`config.mk`:
```
export PLATFORM = sky130hd
export DESIGN_NAME = cfvu_div_stage
export DESIGN_NICKNAME = d
export VERILOG_FILES = /design/src/cfvu_pkg.sv /design/src/cfvu_div_stage.sv
export SDC_FILE = /design/constraint.sdc
export NUM_CORES = 1
export LEC_CHECK = 0
export BUFFER_PORTS_ARGS = -buffer_cell sky130_fd_sc_hd__buf_2
export CAP_MARGIN = 20
export CELL_PAD_IN_SITES_DETAIL_PLACEMENT = 0
export CELL_PAD_IN_SITES_GLOBAL_PLACEMENT = 1
export CORE_AREA = 2 2 402 404
export CTS_BUF_LIST = sky130_fd_sc_hd__clkbuf_16
export CTS_CLUSTER_SIZE = 14
export DETAILED_ROUTE_END_ITERATION = 8
export DIE_AREA = 0 0 404 406
export PLACE_DENSITY = 0.39
export SETUP_SLACK_MARGIN = 0.1
export SLEW_MARGIN = 30
export SYNTH_ARGS = -nofsm -noshare
export SYNTH_HDL_FRONTEND = slang
export SYNTH_SLANG_ARGS = --single-unit
```
`constraint.sdc`:
```
create_clock -name clk -period 6 [get_ports clk]
set_input_delay 0.9 -clock clk [delete_from_list [all_inputs] [get_ports clk]]
set_output_delay 0.9 -clock clk [all_outputs]
set_load 0.02 [all_outputs]
```
`src/cfvu_pkg.sv`:
```
// ----------------------------------------------------------------------------
// cfvu_pkg: shared types and helpers for the contact friction velocity unit
// Widths of the fixed-point datapath, stage payload structs, divider step and
// output saturation.
// ----------------------------------------------------------------------------
package cfvu_pkg;

  // field widths
  localparam int VW   = 32;   // velocity Q16.16
  localparam int NW   = 16;   // normal Q1.14
  localparam int MW   = 32;   // inverse mass Q16.16
  localparam int FW   = 16;   // friction Q1.15
  localparam int IW   = 34;   // pair info
  // internal widths
  localparam int RLW  = 33;   // relative velocity
  localparam int PW   = 49;   // rel * n
  localparam int DW   = 50;   // dot sum
  localparam int SW   = 37;   // normal speed s
  localparam int QPW  = 53;   // n * s
  localparam int TW   = 38;   // tangential slip
  localparam int MRW  = 48;   // mass * friction
  localparam int MSW  = 33;   // mass sum
  localparam int NUMW = 59;   // divider numerator
  localparam int QB   = 28;   // quotient bits produced
  localparam int KW   = 27;   // useful quotient bits
  localparam int HW   = 19;   // slip split point
  localparam int LPW  = 46;   // low partial product
  localparam int HPW  = 47;   // high partial product
  localparam int ACW  = 66;   // final accumulator

  // pipeline shape
  localparam int SLIP_STAGES = 5;
  localparam int DIV_STAGES  = 14;
  localparam int STAGES      = SLIP_STAGES + DIV_STAGES + 2;

  localparam logic [FW-1:0] FRIC_ONE    = 16'd32768;
  localparam logic [7:0]    SLIP_SQ_MIN = 8'd43;
  localparam logic signed [TW-1:0] SLIP_BIG = 38'sd7;
  localparam logic signed [ACW-1:0] VEL_MAX = 66'sd2147483647;
  localparam logic signed [ACW-1:0] VEL_MIN = -66'sd2147483648;

  typedef logic [2:0][VW-1:0] vel3_t;

  typedef struct packed {
    vel3_t           va;
    vel3_t           vb;
    logic [2:0][NW-1:0] n;
    logic [MW-1:0]   ma;
    logic [MW-1:0]   mb;
    logic [IW-1:0]   info;
  } in_t;

  typedef struct packed {
    vel3_t va;
    vel3_t vb;
    logic  dyn_a;
    logic  dyn_b;
  } base_t;

  typedef struct packed {
    logic [MSW-1:0] rem;
    logic [QB-1:0]  lo;
    logic [QB-1:0]  q;
  } div_t;

  typedef struct packed {
    base_t              base;
    logic [2:0][TW-1:0] t;
    logic               go;
    div_t               da;
    div_t               db;
    logic [MSW-1:0]     den;
  } dpipe_t;

  typedef struct packed {
    vel3_t va;
    vel3_t vb;
    logic  applied;
  } out_t;

  // one restoring division step
  function automatic div_t div_step(div_t d, logic [MSW-1:0] den);
    logic [MSW:0]   sh;
    logic [MSW+1:0] diff;
    div_t           o;
    sh   = {d.rem, d.lo[QB-1]};
    diff = {1'b0, sh} - {2'b00, den};
    o.lo = {d.lo[QB-2:0], 1'b0};
    if (!diff[MSW+1]) begin
      o.rem = diff[MSW-1:0];
      o.q   = {d.q[QB-2:0], 1'b1};
    end else begin
      o.rem = sh[MSW-1:0];
      o.q   = {d.q[QB-2:0], 1'b0};
    end
    return o;
  endfunction

  // clamp to the signed 32-bit range
  function automatic logic [VW-1:0] sat_vel(logic signed [ACW-1:0] x);
    logic [VW-1:0] r;
    if (x > VEL_MAX) r = VEL_MAX[VW-1:0];
    else if (x < VEL_MIN) r = VEL_MIN[VW-1:0];
    else r = x[VW-1:0];
    return r;
  endfunction

endpackage

```
`src/cfvu_div_stage.sv`:
```
// ----------------------------------------------------------------------------
// cfvu_div_stage: one divider stage
// Two restoring steps for both mass ratios, item payload carried along.
// ----------------------------------------------------------------------------
module cfvu_div_stage import cfvu_pkg::*; (
  input  logic   clk,
  input  logic   en,
  input  dpipe_t d_i,
  output dpipe_t d_o
);

  dpipe_t d_nxt;

  // two quotient bits per stage
  always_comb begin
    d_nxt    = d_i;
    d_nxt.da = div_step(div_step(d_i.da, d_i.den), d_i.den);
    d_nxt.db = div_step(div_step(d_i.db, d_i.den), d_i.den);
  end

  always_ff @(posedge clk) begin
    if (en) d_o <= d_nxt;
  end

endmodule

```
==> results.toml <==
[logic_synthesis]
synth-compound-area-share = 0.105
synth_seq_area_share = 0.655
async_reset_ff_frac = 0
synthDistinctLibCells = 81
synth_fa_ha_area_frac = 0.0732
syn_area_um2 = 23700
synthSimpleGateAreaFrac = 0.0592
synth_top_family_by_area = "compound AO/OA/AOI/OAI gates"
synth_edf_count = 516
synthMuxAreaShare = 0.0453
synthCells = 1627
yosysWarnings = 0
synth_seq_cells = 516
synth_xor_area_frac = 0.0422
avgSynthCellArea_um2 = 14.5
synth_flop_cell = "edfxtp_1"

[layout]
area_delta_synth_final_pct = 65.3
nets = 3937
num-fill-cells = 17200
stdcell_count = 5464
stdcell_area_um2 = 39100
largest_reg_flops = 516
top_register = "d_o"
layout_common_cells = "1030 x buf_2, 546 x buf_4, 516 x edfxtp_1, 108 x ha_1, 91 x a21oi_1"
top_regs = "d_o (516)"
final_common_cell = "buf_2"
drive_gt1_frac = 0.574

[sta]
final_max_slew_viol_count = 0
slew_headroom = 0.446
fin_tns_setup_ns = 0
rsz0062_at_grt = "true"
timing.hold.ws_ns = 0.394
setup_viol = 0
finalCriticalPeriod_ns = 5.99
max_freq_mhz = 167
period_share = 0.998
worstMarginPinSlew_ns = 0.831
hold_viol = 0

[clocking]
path_clk_slew_ns = 0.06
cts-htree-levels = 3
clock-sinks = 516
cts_buffers = 72
root_buffer = "clkbuf_16"
cts_tree = "done"
cts_buffer_depth = 3
cts_hold_buffers = 0

[grt]
grt_pass1_vias = 20990
antenna_found_initial = 175
grt_use_total = 0.192
grt_overflow = 0
grt_max_degree = 119
grt_pass1_wl_um = 206000

[route]
wirelength_um = 164000
via_count = 20975
routed_via_density = 3.84
drc = 0
route.detailed.wl_per_inst_um = 30.0
drt_iter0_markers = 1321
drt_first_pass_iters = 5
ant_nets = 0

[floorplan]
dieArea_um2 = 164000
initial_utilization = 0.148
fp.dieW_um = 404
core_um2 = 160000
fp-row-count = 147
ios = 1042
die_h_um = 406

[critical_path]
critPathBufInv = 5
worstPathRequired_ns = 6.41
cp-start-kind = "input port"
cpLargestDelayFamily = "compound AO/OA/AOI/OAI gates"
cp_data_arrival_time_ns = 6.40
cp_slowest_cell = "fa_2"
crit_fanout = 17
worst_setup_path_end_kind = "register"
critPathKind = "in2reg"
slowest_delay_ns = 0.42

[status]
status = "finished, final reports clean"

[placed_design]
place_hpwl_um = 140000
dpl_cell_area_um2 = 35500
dp_cells = 5232
gp_congestion = 1.03
portBuffers = 1033

[worst_hold_path]
holdCritPathClass = "in2reg"

[pwr]
leakagePower_nw = 17.2
ir_drop_v = 0.000170
powerDensity_nw_per_um2 = 344
p_total_mw = 13.4

[flow_run]
maxCapViolCount = 0
[what timing repair did]
action / in CTS / in global routing
buffers inserted: 40 / 16
resized for setup: 105 / 34
pin swaps: 51 / 17
gates cloned: 3 / 1
setup endpoints to repair: 68 / 67
[routing by layer]
metal	vias up	track usage	wire, um
li1	9596	-	-
met1	10027	0.213	61800
met2	987	0.305	73500
met3	283	0.131	25100
met4	82	0.0391	3060
met5	-	0	520
[final timing paths]
kind / startpoint / cells after the start / to / slack, ns
worst min-delay path: d_i[461] / 1 / d_o[461] / 0.39
worst max-delay path: d_i[0] / 28 / d_o[209] / 0.01
[per-stage QoR]
stage / util / worst slack [ns]
floorplan: - / 0.0292
global placement: 0.222 / -1.27
detailed placement: 0.222 / -1.31
CTS: 0.243 / -0.181
global route: 0.244 / -0.230
finish: 0.245 / 0.0104
[synth_stat cells, types with 7 or more instances]
cell,n,area [um^2]
edfxtp_1,516,15500
ha_1,132,1650
a21oi_1,116,581
nor2_1,93,349
nand2_1,89,334
o21ai_0,77,385
xnor2_1,70,613
inv_1,64,240
a21o_1,54,405
mux2_2,49,552
xor2_1,44,385
mux2_4,28,420
nand3_1,27,135
o21a_1,18,135
clkbuf_1,17,63.8
nand2b_1,15,93.8
a31oi_1,14,87.6
nand4_1,14,87.6
o21bai_1,14,105
nor2b_1,13,81.3
nor3_1,11,55.1
a211o_1,9,78.8
a211oi_1,9,67.6
and3_1,9,56.3
o211ai_1,9,67.6
mux2_1,7,78.8
[power breakdown]
part           internal, mW  switching, mW
Combinational          2.06           2.45
Clock                  2.44           1.86
Sequential             4.49          0.145
Total                  8.99           4.46
[cells by family after synthesis]
family	Yosys count
xor+xnor	114
flops	516
compound gates	378
mux	86
buf+inv	99
simple gates	297
fa+ha+maj	136
other cells	1
[final cells by class]
class / count / area (um^2) / area share
flip-flops and latches: 516 / 15500 / 0.396
clock buffers: 73 / 1830 / 0.0467
multi-input cells: 1015 / 8510 / 0.218
diodes: 44 / 110 / 0.00282
repair buffers: 1609 / 9810 / 0.251
inverters: 65 / 259 / 0.00662
well taps: 2086 / 2610 / 0.0667
clock inverters: 56 / 482 / 0.0123
(Power assumes the default switching activity.)
